## config.mk

```make
export PLATFORM = sky130hd
export DESIGN_NAME = ble_adv_tracker_classifier_core_flat
export DESIGN_NICKNAME = d
export VERILOG_FILES = /design/src/rtl/core/bat_pkg.sv /design/src/rtl/core/bat_if.sv /design/src/rtl/core/bat_parser.sv /design/src/rtl/core/ble_adv_tracker_classifier_core.sv /design/src/flat_wrapper.sv
export SDC_FILE = /design/constraint.sdc
export NUM_CORES = 1
export LEC_CHECK = 0
export ABC_AREA = 1
export BUFFER_PORTS_ARGS = -buffer_cell sky130_fd_sc_hd__buf_2
export CELL_PAD_IN_SITES_DETAIL_PLACEMENT = 1
export CELL_PAD_IN_SITES_GLOBAL_PLACEMENT = 1
export CORE_ASPECT_RATIO = 0.8
export CORE_MARGIN = 5
export CORE_UTILIZATION = 44
export CTS_CLUSTER_DIAMETER = 60
export CTS_CLUSTER_SIZE = 30
export DETAILED_ROUTE_END_ITERATION = 10
export GPL_ROUTABILITY_DRIVEN = 0
export PLACE_DENSITY_LB_ADDON = 0.2
export SYNTH_ARGS = -nofsm -noshare
export SYNTH_HDL_FRONTEND = slang
export SYNTH_SLANG_ARGS = --single-unit
```

## constraint.sdc

```tcl
create_clock -name clk -period 2.6 [get_ports clk]
set_clock_uncertainty 0.05 [all_clocks]
set_input_delay 0.26 -clock clk [delete_from_list [all_inputs] [get_ports clk]]
set_output_delay 0.26 -clock clk [all_outputs]
set_load 0.01 [all_outputs]
```

## src/rtl/core/bat_pkg.sv

```systemverilog
// Shared types and constants for the advertisement tracker classifier.
// Used by the parser, the top level and the bench; no dependencies.
package bat_pkg;

  // A length byte above this value stops the walk.
  localparam logic [7:0] MAX_FIELD_BYTES = 8'd255;

  localparam logic [7:0]  AD_UUID16_PART  = 8'h02;
  localparam logic [7:0]  AD_UUID16_FULL  = 8'h03;
  localparam logic [7:0]  AD_SERVICE_DATA = 8'h16;
  localparam logic [7:0]  AD_MANUF_DATA   = 8'hFF;

  localparam logic [15:0] CID_OWNER_NET = 16'h004C;
  localparam logic [15:0] CID_TAG_S     = 16'h0075;
  localparam logic [7:0]  SUBTYPE_SEPARATED = 8'h12;

  localparam logic [15:0] UUID_TAG_S_A = 16'hFD5A;
  localparam logic [15:0] UUID_TAG_S_B = 16'hFD59;
  localparam logic [15:0] UUID_TAG_T   = 16'hFEED;
  localparam logic [15:0] UUID_TAG_C   = 16'hFE33;

  // Bit positions in the per-structure hit vector.
  localparam int HIT_OWNER_NET = 0;
  localparam int HIT_S_MANUF   = 1;
  localparam int HIT_S_UUID    = 2;
  localparam int HIT_T         = 3;
  localparam int HIT_C         = 4;

  typedef enum logic [1:0] {
    PH_LEN  = 2'd0,
    PH_TYPE = 2'd1,
    PH_DATA = 2'd2,
    PH_STOP = 2'd3
  } phase_t;

  typedef enum logic [2:0] {
    KIND_NONE      = 3'd0,
    KIND_OWNER_NET = 3'd1,
    KIND_TAG_S     = 3'd2,
    KIND_TAG_T     = 3'd3,
    KIND_TAG_C     = 3'd4
  } kind_t;

  typedef struct packed {
    kind_t kind;
    logic  separated;
  } result_t;

endpackage

```

## src/rtl/core/bat_if.sv

```systemverilog
// Valid/ready channel interfaces for the advertisement tracker classifier.
// No dependencies.
interface bat_in_if;
  logic       valid;
  logic       ready;
  logic [7:0] adv_byte;
  logic       last_byte;

  modport source(output valid, adv_byte, last_byte, input ready);
  modport sink(input valid, adv_byte, last_byte, output ready);
endinterface

interface bat_out_if;
  logic       valid;
  logic       ready;
  logic [2:0] tracker_kind;
  logic       separated_flag;

  modport source(output valid, tracker_kind, separated_flag, input ready);
  modport sink(input valid, tracker_kind, separated_flag, output ready);
endinterface

```

## src/rtl/core/bat_parser.sv

```systemverilog
// Byte-serial walker over the length/type/data structures of one advertisement.
// Depends on bat_pkg; the result is valid in the cycle the last byte is accepted.
module bat_parser import bat_pkg::*; (
  input  logic       clk,
  input  logic       rst_n,
  input  logic       byte_acc,
  input  logic [7:0] adv_byte,
  input  logic       last_byte,
  output result_t    result
);

  phase_t      phase_r, phase_nxt;
  logic [7:0]  bytes_left_r, bytes_left_nxt;
  logic [7:0]  field_type_r, field_type_nxt;
  logic [7:0]  data_offset_r, data_offset_nxt;
  logic [7:0]  data_length_r, data_length_nxt;
  logic [7:0]  low_hold_r, low_hold_nxt;
  logic [15:0] company_r, company_nxt;
  logic [4:0]  hits_r, hits_nxt;
  kind_t       found_kind_r, found_kind_nxt;
  logic        found_sep_r, found_sep_nxt;
  logic [15:0] word;

  function automatic logic [4:0] uuid_hits(input logic [15:0] w);
    logic [4:0] h;
    h = '0;
    h[HIT_S_UUID] = (w == UUID_TAG_S_A) || (w == UUID_TAG_S_B);
    h[HIT_T]      = (w == UUID_TAG_T);
    h[HIT_C]      = (w == UUID_TAG_C);
    return h;
  endfunction

  function automatic kind_t classify(input logic [4:0] h);
    kind_t k;
    if (h[HIT_OWNER_NET]) begin
      k = KIND_OWNER_NET;
    end else if (h[HIT_S_MANUF] || h[HIT_S_UUID]) begin
      k = KIND_TAG_S;
    end else if (h[HIT_T]) begin
      k = KIND_TAG_T;
    end else if (h[HIT_C]) begin
      k = KIND_TAG_C;
    end else begin
      k = KIND_NONE;
    end
    return k;
  endfunction

  assign word = {adv_byte, low_hold_r};

  // Next-state logic: one byte advances the walk by one step.
  always_comb begin
    phase_nxt       = phase_r;
    bytes_left_nxt  = bytes_left_r;
    field_type_nxt  = field_type_r;
    data_offset_nxt = data_offset_r;
    data_length_nxt = data_length_r;
    low_hold_nxt    = low_hold_r;
    company_nxt     = company_r;
    hits_nxt        = hits_r;
    found_kind_nxt  = found_kind_r;
    found_sep_nxt   = found_sep_r;

    case (phase_r)
      PH_LEN: begin
        if (adv_byte == 8'd0 || adv_byte > MAX_FIELD_BYTES) begin
          phase_nxt = PH_STOP;
        end else begin
          data_length_nxt = adv_byte - 8'd1;
          bytes_left_nxt  = adv_byte - 8'd1;
          data_offset_nxt = '0;
          low_hold_nxt    = '0;
          company_nxt     = '0;
          hits_nxt        = '0;
          phase_nxt       = PH_TYPE;
        end
      end
      PH_TYPE: begin
        field_type_nxt = adv_byte;
        if (bytes_left_r != 8'd0) begin
          phase_nxt = PH_DATA;
        end
      end
      PH_DATA: begin
        if (!data_offset_r[0]) begin
          low_hold_nxt = adv_byte;
        end else if (field_type_r == AD_UUID16_PART || field_type_r == AD_UUID16_FULL) begin
          hits_nxt = hits_r | uuid_hits(word);
        end else if (field_type_r == AD_SERVICE_DATA && data_offset_r == 8'd1) begin
          hits_nxt = hits_r | uuid_hits(word);
        end else if (field_type_r == AD_MANUF_DATA && data_offset_r == 8'd1) begin
          company_nxt = word;
        end
        // The subtype byte follows the two company bytes.
        if (field_type_r == AD_MANUF_DATA && data_offset_r == 8'd2) begin
          if (company_r == CID_OWNER_NET) begin
            if (data_length_r >= 8'd4 && adv_byte == SUBTYPE_SEPARATED) begin
              hits_nxt[HIT_OWNER_NET] = 1'b1;
            end
          end else if (company_r == CID_TAG_S) begin
            hits_nxt[HIT_S_MANUF] = 1'b1;
          end
        end
        data_offset_nxt = data_offset_r + 8'd1;
        if (bytes_left_r != 8'd0) begin
          bytes_left_nxt = bytes_left_r - 8'd1;
        end
      end
      default: begin
      end
    endcase

    // A structure is judged once its final byte has arrived.
    if ((phase_r == PH_TYPE || phase_r == PH_DATA) && bytes_left_nxt == 8'd0) begin
      if (classify(hits_nxt) != KIND_NONE) begin
        found_kind_nxt = classify(hits_nxt);
      end
      if (hits_nxt[HIT_OWNER_NET]) begin
        found_sep_nxt = 1'b1;
      end
      phase_nxt = (found_kind_nxt != KIND_NONE) ? PH_STOP : PH_LEN;
    end
  end

  // Result output: the decision as it stands after this byte.
  always_comb begin
    result.kind      = found_kind_nxt;
    result.separated = found_sep_nxt;
  end

  always_ff @(posedge clk) begin
    if (!rst_n || (byte_acc && last_byte)) begin
      phase_r       <= PH_LEN;
      bytes_left_r  <= '0;
      field_type_r  <= '0;
      data_offset_r <= '0;
      data_length_r <= '0;
      low_hold_r    <= '0;
      company_r     <= '0;
      hits_r        <= '0;
      found_kind_r  <= KIND_NONE;
      found_sep_r   <= 1'b0;
    end else if (byte_acc) begin
      phase_r       <= phase_nxt;
      bytes_left_r  <= bytes_left_nxt;
      field_type_r  <= field_type_nxt;
      data_offset_r <= data_offset_nxt;
      data_length_r <= data_length_nxt;
      low_hold_r    <= low_hold_nxt;
      company_r     <= company_nxt;
      hits_r        <= hits_nxt;
      found_kind_r  <= found_kind_nxt;
      found_sep_r   <= found_sep_nxt;
    end
  end

endmodule

```

## src/rtl/core/ble_adv_tracker_classifier_core.sv

```systemverilog
// Advertisement tracker classifier: one byte per ready cycle, one result per advertisement.
// The result goes to the output register, or to the skid register while the output stalls.
// Throughput: one byte per cycle while ready; parse state updates on each accepted request.
// A skid register lets bytes keep flowing while one result waits for the sink.
// Reset (rst_n low, synchronous) returns the walk to the length byte and empties both
// result registers.
module ble_adv_tracker_classifier_core import bat_pkg::*; (
  input  logic      clk,
  input  logic      rst_n,
  bat_in_if.sink    in_chan,
  bat_out_if.source out_chan
);

  result_t res;
  logic    in_acc;
  logic    res_fire;
  logic    out_take;

  logic    out_valid_r, out_valid_nxt;
  result_t out_res_r, out_res_nxt;
  logic    skid_valid_r, skid_valid_nxt;
  result_t skid_res_r, skid_res_nxt;

  assign in_chan.ready = !skid_valid_r;
  assign in_acc        = in_chan.valid && in_chan.ready;
  assign res_fire      = in_acc && in_chan.last_byte;
  assign out_take      = out_valid_r && out_chan.ready;

  bat_parser u_parser (
    .clk       (clk),
    .rst_n     (rst_n),
    .byte_acc  (in_acc),
    .adv_byte  (in_chan.adv_byte),
    .last_byte (in_chan.last_byte),
    .result    (res)
  );

  always_comb begin
    out_valid_nxt  = out_valid_r;
    out_res_nxt    = out_res_r;
    skid_valid_nxt = skid_valid_r;
    skid_res_nxt   = skid_res_r;
    if (!out_valid_r || out_take) begin
      if (skid_valid_r) begin
        out_valid_nxt  = 1'b1;
        out_res_nxt    = skid_res_r;
        skid_valid_nxt = 1'b0;
      end else begin
        out_valid_nxt = res_fire;
        out_res_nxt   = res;
      end
    end else if (res_fire) begin
      // Output is stalled, so park the new result in the skid register.
      skid_valid_nxt = 1'b1;
      skid_res_nxt   = res;
    end
  end

  always_ff @(posedge clk) begin
    if (!rst_n) begin
      out_valid_r  <= 1'b0;
      skid_valid_r <= 1'b0;
    end else begin
      out_valid_r  <= out_valid_nxt;
      skid_valid_r <= skid_valid_nxt;
    end
    out_res_r  <= out_res_nxt;
    skid_res_r <= skid_res_nxt;
  end

  assign out_chan.valid          = out_valid_r;
  assign out_chan.tracker_kind   = out_res_r.kind;
  assign out_chan.separated_flag = out_res_r.separated;

  // The skid register only fills behind a waiting output.
  a_skid_behind_out: assert property (@(posedge clk) disable iff (!rst_n)
    skid_valid_r |-> out_valid_r)
    else $error("skid register holds a result while the output is empty");

  // A last byte accepted with the output free shows up as a result next cycle.
  a_result_follows: assert property (@(posedge clk) disable iff (!rst_n)
    (res_fire && !out_valid_r) |=> out_valid_r)
    else $error("result missing after the last byte");

  a_kind_range: assert property (@(posedge clk) disable iff (!rst_n)
    out_valid_r |-> (out_res_r.kind <= KIND_TAG_C))
    else $error("tracker kind out of range");

  a_sep_kind: assert property (@(posedge clk) disable iff (!rst_n)
    (out_valid_r && out_res_r.separated) |-> (out_res_r.kind == KIND_OWNER_NET))
    else $error("separated flag set on a non owner-network result");

endmodule

```

## src/flat_wrapper.sv

```systemverilog
// flat-port wrapper written by rule: the top's interface ports become plain ports
module ble_adv_tracker_classifier_core_flat import bat_pkg::*;
  (clk, rst_n, in_chan_valid, in_chan_adv_byte, in_chan_last_byte, in_chan_ready, out_chan_valid, out_chan_tracker_kind, out_chan_separated_flag, out_chan_ready);
  bat_in_if in_chan_i ();
  bat_out_if out_chan_i ();
  input  logic clk;
  input  logic rst_n;
  input wire logic [$bits(in_chan_i.valid)-1:0] in_chan_valid;
  input wire logic [$bits(in_chan_i.adv_byte)-1:0] in_chan_adv_byte;
  input wire logic [$bits(in_chan_i.last_byte)-1:0] in_chan_last_byte;
  output wire logic [$bits(in_chan_i.ready)-1:0] in_chan_ready;
  output wire logic [$bits(out_chan_i.valid)-1:0] out_chan_valid;
  output wire logic [$bits(out_chan_i.tracker_kind)-1:0] out_chan_tracker_kind;
  output wire logic [$bits(out_chan_i.separated_flag)-1:0] out_chan_separated_flag;
  input wire logic [$bits(out_chan_i.ready)-1:0] out_chan_ready;
  assign in_chan_i.valid = in_chan_valid;
  assign in_chan_i.adv_byte = in_chan_adv_byte;
  assign in_chan_i.last_byte = in_chan_last_byte;
  assign in_chan_ready = in_chan_i.ready;
  assign out_chan_valid = out_chan_i.valid;
  assign out_chan_tracker_kind = out_chan_i.tracker_kind;
  assign out_chan_separated_flag = out_chan_i.separated_flag;
  assign out_chan_i.ready = out_chan_ready;
  ble_adv_tracker_classifier_core u_core (.clk(clk), .rst_n(rst_n), .in_chan(in_chan_i), .out_chan(out_chan_i));
endmodule
```

==> out/results.ini, run 1 <==
[layout]
fillers=1221
finalNonFillerCells=771
areaGrowthSynthToFinish_pct=15.4
antenna_cells=0
drive_above_1_share_pct=13.7
nets=674

[route]
drc_errors=0
antenna_left=0
dr.pass1.iters=5
drt_iter0_drc=325
finalWirelength_um=12700
wl_per_cell_um=16.5
num_vias=4188
drt-vias-per-instance=5.43

[clock_tree]
cts_tree=yes
clockRootBuffer=clkbuf_16
cts_setup_buffers=0
cts-hold-fix-buffers=0
htreeDepth=3
insertion_delay_ps=340
clk_pin_slew_ps=60
numCtsBuffers=9
cts.sinks=75
max-clock-path-buffers=2

[yosys]
yosys_most_used_dff=dfxtp_1
netlist_area_sq_um=4190
synthDistinctLibCells=39
ys_seq_area_share_pct=37.7
yosys_warnings=0
synthArstFlopShare_pct=0
syn_nets=647
synth.avg_cell_area_sq_um=6.72
ys_ff_latch=75
synth_edf_count=8
synthCells=624

[critical_path]
path_cells=inv_1 -> ha_2 -> nand2_1 -> nor2_2 -> nand2_1 -> nand3_1 -> nand2_1 -> a21oi_2 -> nand2_1 -> nor2_2 -> nand3_4 -> inv_2 -> nand2_1 -> o21ai_2 -> o21ai_0
critical_path.max_fanout=9
cp_top_family=simple AND/OR/NAND/NOR gates
cp.buffers_inverters=2
cp-end-kind=register
reg2reg_depth=15
cp-start-kind=register
path_class=register to register
cp.required_ps=2630
path_common_cell=nand2_1
arrival_ps=2430
regToRegSetupSlack_ps=200
worstSetupPathDepth=15
cp_slowest_cell=dfxtp_1
slowest_delay_ps=330

[die]
die_area_sq_um=11600
fp.dieH_um=97.3
ios=19
row_count=31
coreArea_sq_um=9190
dieWidth_um=119
initial_core_util_pct=45.6

[power]
intPower_mw=2.24
power_per_cell_area_nw_per_um2=649
p_leak_nw=2.13
power_mw=3.14
p_switching_mw=0.902
switching_share_pct=28.7
seqPwrFrac_pct=40.4
p_comb_share_pct=16.9
power_frac_clock_pct=42.7
peakVddDrop_mv=0.388

[timing]
tightest_slew_ps=473
setup_tns_ps=0
finalHoldWorstSlack_ps=132
finalWorstSetupSlack_ps=202
max_freq_mhz=417
slew_headroom_pct=68.2
fin_crit_sh_pct=92.2
min_period_ps=2400
hold_violations=0
finalMaxSlewViolations=0
setup_violations=0

[flow_run]
maxCapViolations=0

[global_route]
track_usage_pct=22.2
grt_max_degree=30
antenna_found_initial=0
grt_pass1_wl_um=21000
grt_pass1_vias=4199
grt_overflow_total=0

[placed_design]
io_buffers=18
dp_hpwl_um=9720
dp.cells=756
pre_cts_ws_ps=-70.3

[run_status]
status=complete, no violations

[worst_hold_path]
hold_class=input pin to register
min_path_cells=3

==> area by class of cell <==
cell class	count	area, sq um	area share [%]
Clock buffer	9	225	4.65
Clock inverter	7	91.3	1.89
Inverter	85	323	6.67
Multi-Input combinational cell	445	2240	46.3
Sequential cell	75	1580	32.7
Tap cell	115	144	2.97
Timing Repair Buffer	35	230	4.76
==> final timing paths <==
check / endpoint / from
min: u_core.out_chan.valid / rst_n
max: u_core.out_chan.tracker_kind[1] / u_core.u_parser.bytes_left_r[0]
min reg2reg: u_core.u_parser.data_length_r[4] / u_core.u_parser.data_length_r[4]
max reg2reg: u_core.out_chan.tracker_kind[1] / u_core.u_parser.bytes_left_r[0]
==> layer usage <==
layer  vias up  global-route usage, %  wire [um]
met2       101                   34.6       5760
met5         -                      0          0
li1       2077                      -          -
met3        15                   5.24        665
met4         0                   4.99        138
met1      1995                   31.1       6150
==> cell usage in the layout (no fill, tap or decap), types with 2 or more instances in the layout <==
cell type  instances
nand2_2            7
xor2_1             3
nor2_4             4
ha_1               8
nand4_1            7
a211oi_1           3
clkinv_2           2
nand3b_1           4
nor3b_1            3
a21oi_2            3
nor3_1            11
o211ai_1           4
a21oi_1           60
dfxtp_1           65
bufinv_16          2
buf_2             18
nor2_2            12
o21a_1             2
buf_4             16
edfxtp_1           8
nor4_1             2
o21ai_0           43
dfxtp_2            2
nor2_1            57
nand2_1          149
o21ai_1            3
clkinv_1           3
nand3_1           48
inv_1             79
clkbuf_16          9
inv_2              3
==> worst reg2reg max path, delay by kind of cell (launching register included) <==
kind / cells / cell delay [ps]
AND/OR/NAND/NOR: 9 / 1020
flip-flops: 1 / 330
AO/OA/AOI/OAI: 3 / 320
adder cells (fa/ha/maj): 1 / 220
buffers and inverters: 2 / 210
==> synthesized netlist by cell type, types with 2 or more instances <==
| master | number | area, sq um |
|---|---|---|
| o211ai_1 | 4 | 30.0 |
| inv_1 | 82 | 308 |
| edfxtp_1 | 8 | 240 |
| clkbuf_1 | 10 | 37.5 |
| nand3_1 | 48 | 240 |
| buf_6 | 2 | 22.5 |
| nor2_2 | 5 | 31.3 |
| nor4_1 | 2 | 12.5 |
| a211oi_1 | 3 | 22.5 |
| clkinv_1 | 2 | 7.51 |
| nor3_1 | 11 | 55.1 |
| dfxtp_1 | 67 | 1340 |
| nand2_1 | 150 | 563 |
| o21a_1 | 2 | 15.0 |
| nand3b_1 | 4 | 30.0 |
| nor2_4 | 3 | 33.8 |
| buf_2 | 4 | 20.0 |
| a21oi_2 | 3 | 26.3 |
| buf_4 | 2 | 15.0 |
| nor3b_1 | 3 | 22.5 |
| nand2_2 | 6 | 37.5 |
| nor2_1 | 65 | 244 |
| xor2_1 | 3 | 26.3 |
| nand4_1 | 7 | 43.8 |
| ha_1 | 10 | 125 |
| a21oi_1 | 60 | 300 |
| o21ai_0 | 46 | 230 |
==> state kept, by name, summed over array words and instances (netlist names) <==
name                            count
u_core.u_parser.company_r          16
u_core.u_parser.bytes_left_r        8
u_core.u_parser.data_offset_r       8
u_core.u_parser.field_type_r        8
u_core.u_parser.low_hold_r          8
u_core.u_parser.data_length_r       6
u_core.u_parser.hits_r              5
u_core.skid_res_r                   4
u_core.out_chan.tracker_kind        3
u_core.u_parser.found_kind_r        3
u_core.u_parser.phase_r             2
u_core.out_chan.separated_flag      1
u_core.out_chan.valid               1
u_core.skid_valid_r                 1
u_core.u_parser.found_sep_r         1
==> stage by stage <==
stage	instance area, sq um	util, %
global placement	4480	48.7
CTS	4800	52.2
finish	4840	52.6
detailed placement	4480	48.7
global route	4840	52.6
floorplan	4190	-
==> power groups by stage <==
stage	clock network [mW]	registers, mW	logic [mW]
after floorplan	0	1.28	0.340
after global routing	1.43	1.28	0.588
final	1.34	1.27	0.529
after detailed placement	0	1.29	0.506
after global placement	0	1.29	0.491
after CTS	1.36	1.27	0.512
==> cells by family after synthesis <==
kind of cell / count (synthesis) / synth area share [%]
AO/OA/AOI/OAI: 121 / 15.3
adder cells (fa/ha/maj): 10 / 2.98
flip-flops: 75 / 37.7
buffers and inverters: 104 / 9.96
XOR/XNOR: 4 / 0.835
AND/OR/NAND/NOR: 310 / 33.2
==> what timing repair did <==
item                                    4_1_cts  5_1_grt
endpoints found under the hold margin         0        0
endpoints found under the setup margin        3       20
cloned                                        0        0
resized for setup                             2       20
Power figures use the tool's default switching activity.
==> run 2, diff against run 1 <==
- ABC_AREA: 1 -> default
- CORE_UTILIZATION: 44 -> 47
==> out/results.ini, run 2 <==
[clock_tree]
cts_tree=yes
max-clock-path-buffers=2
clockRootBuffer=clkbuf_8
cts.sinks=75
htreeDepth=3
cts-hold-fix-buffers=0
clk_pin_slew_ps=90
insertion_delay_ps=360
numCtsBuffers=9

[critical_path]
cp.required_ps=2670
critical_path.max_fanout=6
reg2reg_depth=11
regToRegSetupSlack_ps=-500
cp-start-kind=register
arrival_ps=3170
path_cells=inv_2 -> ha_4 -> or3b_4 -> o211ai_1 -> o32ai_2 -> a211oi_2 -> nand4_1 -> buf_6 -> nor2_4 -> mux2_4 -> mux2_4
reg2reg_to=u_core.out_chan.tracker_kind[0]
slowest_delay_ps=430
path_common_cell=mux2_4
cp-end-kind=register
crit-reg2reg-launch=u_core.u_parser.bytes_left_r[1]
cp_slowest_cell=or3b_4
path_class=register to register

[worst_hold_path]
min_path_cells=2
holdPathEnd=u_core.out_chan.valid
hp-start=rst_n
hold_class=input pin to register

[route]
drc_errors=0
dr.pass1.iters=4
finalWirelength_um=16900
drt-vias-per-instance=6.21
drt_iter0_drc=422
wl_per_cell_um=24.1
antenna_left=0
num_vias=4353

[global_route]
grt_max_degree=33
grt_overflow_total=0
antenna_found_initial=1
grt_pass1_wl_um=24200
track_usage_pct=29.9
grt_pass1_vias=4432

[yosys]
syn_nets=489
synth_edf_count=8
synthCells=466
netlist_area_sq_um=3960
synth_top_area_share_pct=33.9
synth_common_cells=dfxtp_1 (67), nor2_1 (51), nand2_1 (50), a21oi_1 (42), nand3_1 (33)
synthArstFlopShare_pct=0
synth_top_cell_by_area=dfxtp_1
yosys_most_used_dff=dfxtp_1
ys_seq_area_share_pct=40.0
yosysMostFrequentCell=dfxtp_1
synth.avg_cell_area_sq_um=8.49
yosys-top-cells-area=dfxtp_1 (34%), edfxtp_1 (6.1%), a21oi_1 (5.3%), nor2_1 (4.8%), nand2_1 (4.7%)
yosys_warnings=0
ys_ff_latch=75
synthDistinctLibCells=72

[timing]
finalHoldWorstSlack_ps=145
fin_crit_sh_pct=119
rsz0062_at_grt=true
finalMaxSlewViolations=0
finalWorstSetupSlack_ps=-505
setup_violations=14
tightest_slew_ps=771
min_period_ps=3100
slew_headroom_pct=48.4
hold_violations=0
max_freq_mhz=322

[die]
coreArea_sq_um=8330
row_count=30
fp.dieH_um=92.1
initial_core_util_pct=47.5
dieWidth_um=113
ios=19
die_area_sq_um=10400

[layout]
final_core_util_pct=65.5
nets=607
layout_commonest_cell=buf_4
areaGrowthSynthToFinish_pct=38.0
multi_input_area_sq_um=2470
largest-register=u_core.u_parser.company_r
final_cell_mix=buf_4 (107), dfxtp_1 (64), nor2_1 (49)
drive_above_1_share_pct=36.6
largest_register_ffs=16
final_cell_area_sq_um=5460
regArea_sq_um=1590
fillers=994

[placed_design]
io_buffers=18
dp_hpwl_um=10100
placed_cell_area_sq_um=4870
pre_cts_ws_ps=-562

[run_status]
status=finished, violations left
violations=negative setup slack

[power]
power_per_cell_area_nw_per_um2=511
p_leak_nw=2.15
peakVddDrop_mv=0.325
power_mw=2.79

[flow_run]
maxCapViolations=0

## run 2: cell count changes in the layout (fill, tap and decap cells not counted), sizes merged, moves of 11 or more
| cell | delta |
|---|---|
| nand2 | -107 |
| buf | +99 |
| inv | -71 |
| o21ai | -32 |
| nor2 | -22 |
| a21oi | -21 |
| nand3 | -17 |
| a211oi | +11 |
## run 2: worst max-delay path: cells and delay by family, from the launching register on
family | cells | cell delay [ps]
AO/OA/AOI/OAI | 3 | 760
AND/OR/NAND/NOR | 3 | 750
multiplexers | 2 | 600
flip-flops | 1 | 330
buffers and inverters | 2 | 250
adder cells (fa/ha/maj) | 1 | 130
## run 2: how the worst max path moves through the flow
stage	from	to	slack (ps)
floorplan	u_core.u_parser.bytes_left_r[1]	u_core.out_chan.tracker_kind[0]	-380
global placement	u_core.u_parser.phase_r[0]	u_core.out_chan.tracker_kind[1]	-390
detailed placement	u_core.u_parser.bytes_left_r[1]	u_core.out_chan.tracker_kind[0]	-560
CTS	u_core.u_parser.data_offset_r[2]	u_core.out_chan.tracker_kind[0]	-280
global route	u_core.u_parser.bytes_left_r[1]	u_core.out_chan.tracker_kind[0]	-550
finish	u_core.u_parser.bytes_left_r[1]	u_core.out_chan.tracker_kind[0]	-500
## run 2: logic make-up (layout without fill, tap and decap cells)
| logic type | count (synthesis) | count (layout) | share of synthesized area, % |
|---|---|---|---|
| and+or+nand+nor | 209 | 209 | 28.3 |
| AOI/OAI and AO/OA | 109 | 109 | 18.9 |
| DFF | 75 | 75 | 40.0 |
| buffers and inverters | 40 | 162 | 3.95 |
| muxes | 12 | 12 | 3.35 |
| xor gates and xnor gates | 11 | 11 | 2.44 |
| adders and majority gates | 10 | 10 | 3.16 |
| other | 0 | 1 | 0 |
## run 2: routing by layer
| layer | vias to the layer above | track usage [%] | part of all wire, % |
|---|---|---|---|
| met2 | 187 | 50.9 | 50 |
| met5 | - | 0 | 0 |
| met4 | 0 | 13.2 | 3.4 |
| li1 | 1923 | - | - |
| met1 | 2182 | 36.3 | 42 |
| met3 | 61 | 6.20 | 5.3 |
## run 2: report_power, final
part	leakage (nW)	switching [mW]	internal [mW]	total [mW]
sequential	0.626	0.0186	1.19	1.21
combinational	1.42	0.350	0.264	0.614
clock	0.104	0.469	0.496	0.965
total	2.15	0.838	1.95	2.79
## run 2: cell type report
cell class | instances | share of cell area (%)
flip-flops and latches | 75 | 29.0
repair buffers | 134 | 18.5
well taps | 112 | 2.57
multi-input cells | 351 | 45.2
clock buffers | 11 | 2.80
diodes | 1 | 0.0458
clock inverters | 4 | 0.894
inverters | 13 | 0.940
## run 2: what timing repair did
item                                    CTS  global route
setup buffers                            15             7
resized for setup                        33            14
endpoints found under the setup margin   15            35
pin swaps                                21             9
## run 2: per-stage QoR
step	std cells	setup TNS, ps
3_3_place_gp	663	-2070
4_1_cts	693	-1300
2_1_floorplan	466	-855
6_report	701	-4380
3_5_place_dp	663	-5520
5_1_grt	701	-5420
==> run 3, diff against run 2 <==
- CTS_CLUSTER_SIZE: 30 -> default
- clock period: 2.6 -> 3 ns (I/O delays scaled with it)
==> out/results.ini, run 3 (synthesis results as in run 2) <==
[run_status]
status=complete, no violations

[critical_path]
cp-end-kind=register
crit-reg2reg-launch=u_core.u_parser.field_type_r[2]
arrival_ps=3040
cp-startpoint=u_core.u_parser.field_type_r[2]
critical_path.max_fanout=3
path_class=register to register
cp.required_ps=3060
reg2reg_depth=8
regToRegSetupSlack_ps=20
reg2reg_to=u_core.out_chan.tracker_kind[0]
cp-start-kind=register
cp-endpoint=u_core.out_chan.tracker_kind[0]

[route]
wl_per_cell_um=19.9
drt-vias-per-instance=6.07
finalWirelength_um=12500
drc_errors=0
antenna_left=0
dr.pass1.iters=5
num_vias=3825
drt_iter0_drc=185

[placed_design]
io_buffers=18
placed_cell_area_sq_um=4430
dp_hpwl_um=8990
dp.cells=608

[timing]
slew_headroom_pct=49.5
finalMaxSlewViolations=0
fin_crit_sh_pct=99.2
min_period_ps=2980
max_freq_mhz=336
setup_violations=0
hold_violations=0
tightest_slew_ps=755
rsz0062_at_grt=true
setup_tns_ps=0

[flow_run]
maxCapViolations=0

[layout]
regArea_sq_um=1590
largest-register=u_core.u_parser.company_r
final_cell_mix=dfxtp_1 (63), nor2_1 (50), nand2_1 (49)
fillers=988
drive_above_1_share_pct=24.5
multi_input_area_sq_um=2340
largest_register_ffs=16
antenna_cells=0
finalNonFillerCells=630
layout_commonest_cell=dfxtp_1
nets=536
final_cell_area_sq_um=4770
final_core_util_pct=57.2
areaGrowthSynthToFinish_pct=20.5

[global_route]
grt_pass1_vias=3802
grt_overflow_total=0
grt_max_degree=31
antenna_found_initial=0
track_usage_pct=24.4
grt_pass1_wl_um=20200

[power]
power_per_cell_area_nw_per_um2=476
p_leak_nw=1.77
peakVddDrop_mv=0.225
power_mw=2.27

[clock_tree]
cts.sinks=75
clk_pin_slew_ps=80
insertion_delay_ps=360
clockRootBuffer=clkbuf_8
htreeDepth=3
cts_tree=yes
max-clock-path-buffers=2
numCtsBuffers=9

[die]
die_area_sq_um=10400
fp.dieH_um=92.1
row_count=30
coreArea_sq_um=8330
dieWidth_um=113
ios=19
initial_core_util_pct=47.5

[worst_hold_path]
hold_class=input pin to register

[run 3: changes by cell type in the layout (fill, tap and decap cells not counted), moves of 2 or more]
cell        change
inv_2           -2
nand3_1         +2
inv_1           +2
buf_4          -65
ha_4            -2
a21oi_2         -5
clkinv_2        -2
buf_6           -5
a21oi_1         +5
clkinvlp_4      +2
[run 3: what timing repair did]
action,in CTS,in global routing
hold buffers,0,0
pin swaps,1,8
setup buffers,1,5
gates resized for setup,2,20
setup endpoints to repair,3,7
[run 3: through the flow]
stage                     hold WS, ps  setup slack, ps
after CTS                         166             6.99
after detailed placement          399            -11.4
final                             175             23.3
after global placement            388             36.7
after global routing              164            -52.7
after floorplan                   377             3.25
[run 3: critical path, cell delays in order (launching register included)]
cell and delay (ps):
dfxtp_2 350, or4bb_4 550, o32a_1 420, o31a_1 400
o21ai_1 160, nand2b_1 70, a21o_1 200, mux2_4 270
mux2_2 270
[run 3: how the worst min path moves through the flow]
stage                                  from                      endpoint  slack [ps]  depth (start not counted)
6_report                              rst_n         u_core.out_chan.valid         180                          2
4_1_cts                               rst_n         u_core.out_chan.valid         170                          2
3_3_place_gp   u_core.u_parser.company_r[6]  u_core.u_parser.company_r[6]         390                          2
3_5_place_dp   u_core.u_parser.company_r[8]  u_core.u_parser.company_r[8]         400                          2
5_1_grt                               rst_n         u_core.out_chan.valid         160                          2
2_1_floorplan  u_core.u_parser.company_r[2]  u_core.u_parser.company_r[2]         380                          2
[run 3: final cells by class]
class / instances / share of cell area [%]
Clock buffer: 11 / 2.97
Clock inverter: 5 / 1.26
Inverter: 13 / 1.08
Multi-Input combinational cell: 351 / 49.0
Sequential cell: 75 / 33.3
Tap cell: 112 / 2.94
Timing Repair Buffer: 63 / 9.40
[run 3: where the power goes]
| part | internal, mW | switching (mW) | total (mW) |
|---|---|---|---|
| Combinational | 0.151 | 0.244 | 0.395 |
| Clock | 0.411 | 0.413 | 0.824 |
| Sequential | 1.03 | 0.0164 | 1.05 |
| Total | 1.60 | 0.673 | 2.27 |
[run 3: metal layers]
| metal | wire length, um | vias up | global-route usage, % |
|---|---|---|---|
| met5 | 0 | - | 0 |
| met4 | 208 | 0 | 5.71 |
| met3 | 687 | 22 | 4.88 |
| met2 | 5800 | 115 | 38.8 |
| met1 | 5830 | 1911 | 34.2 |
| li1 | - | 1777 | - |
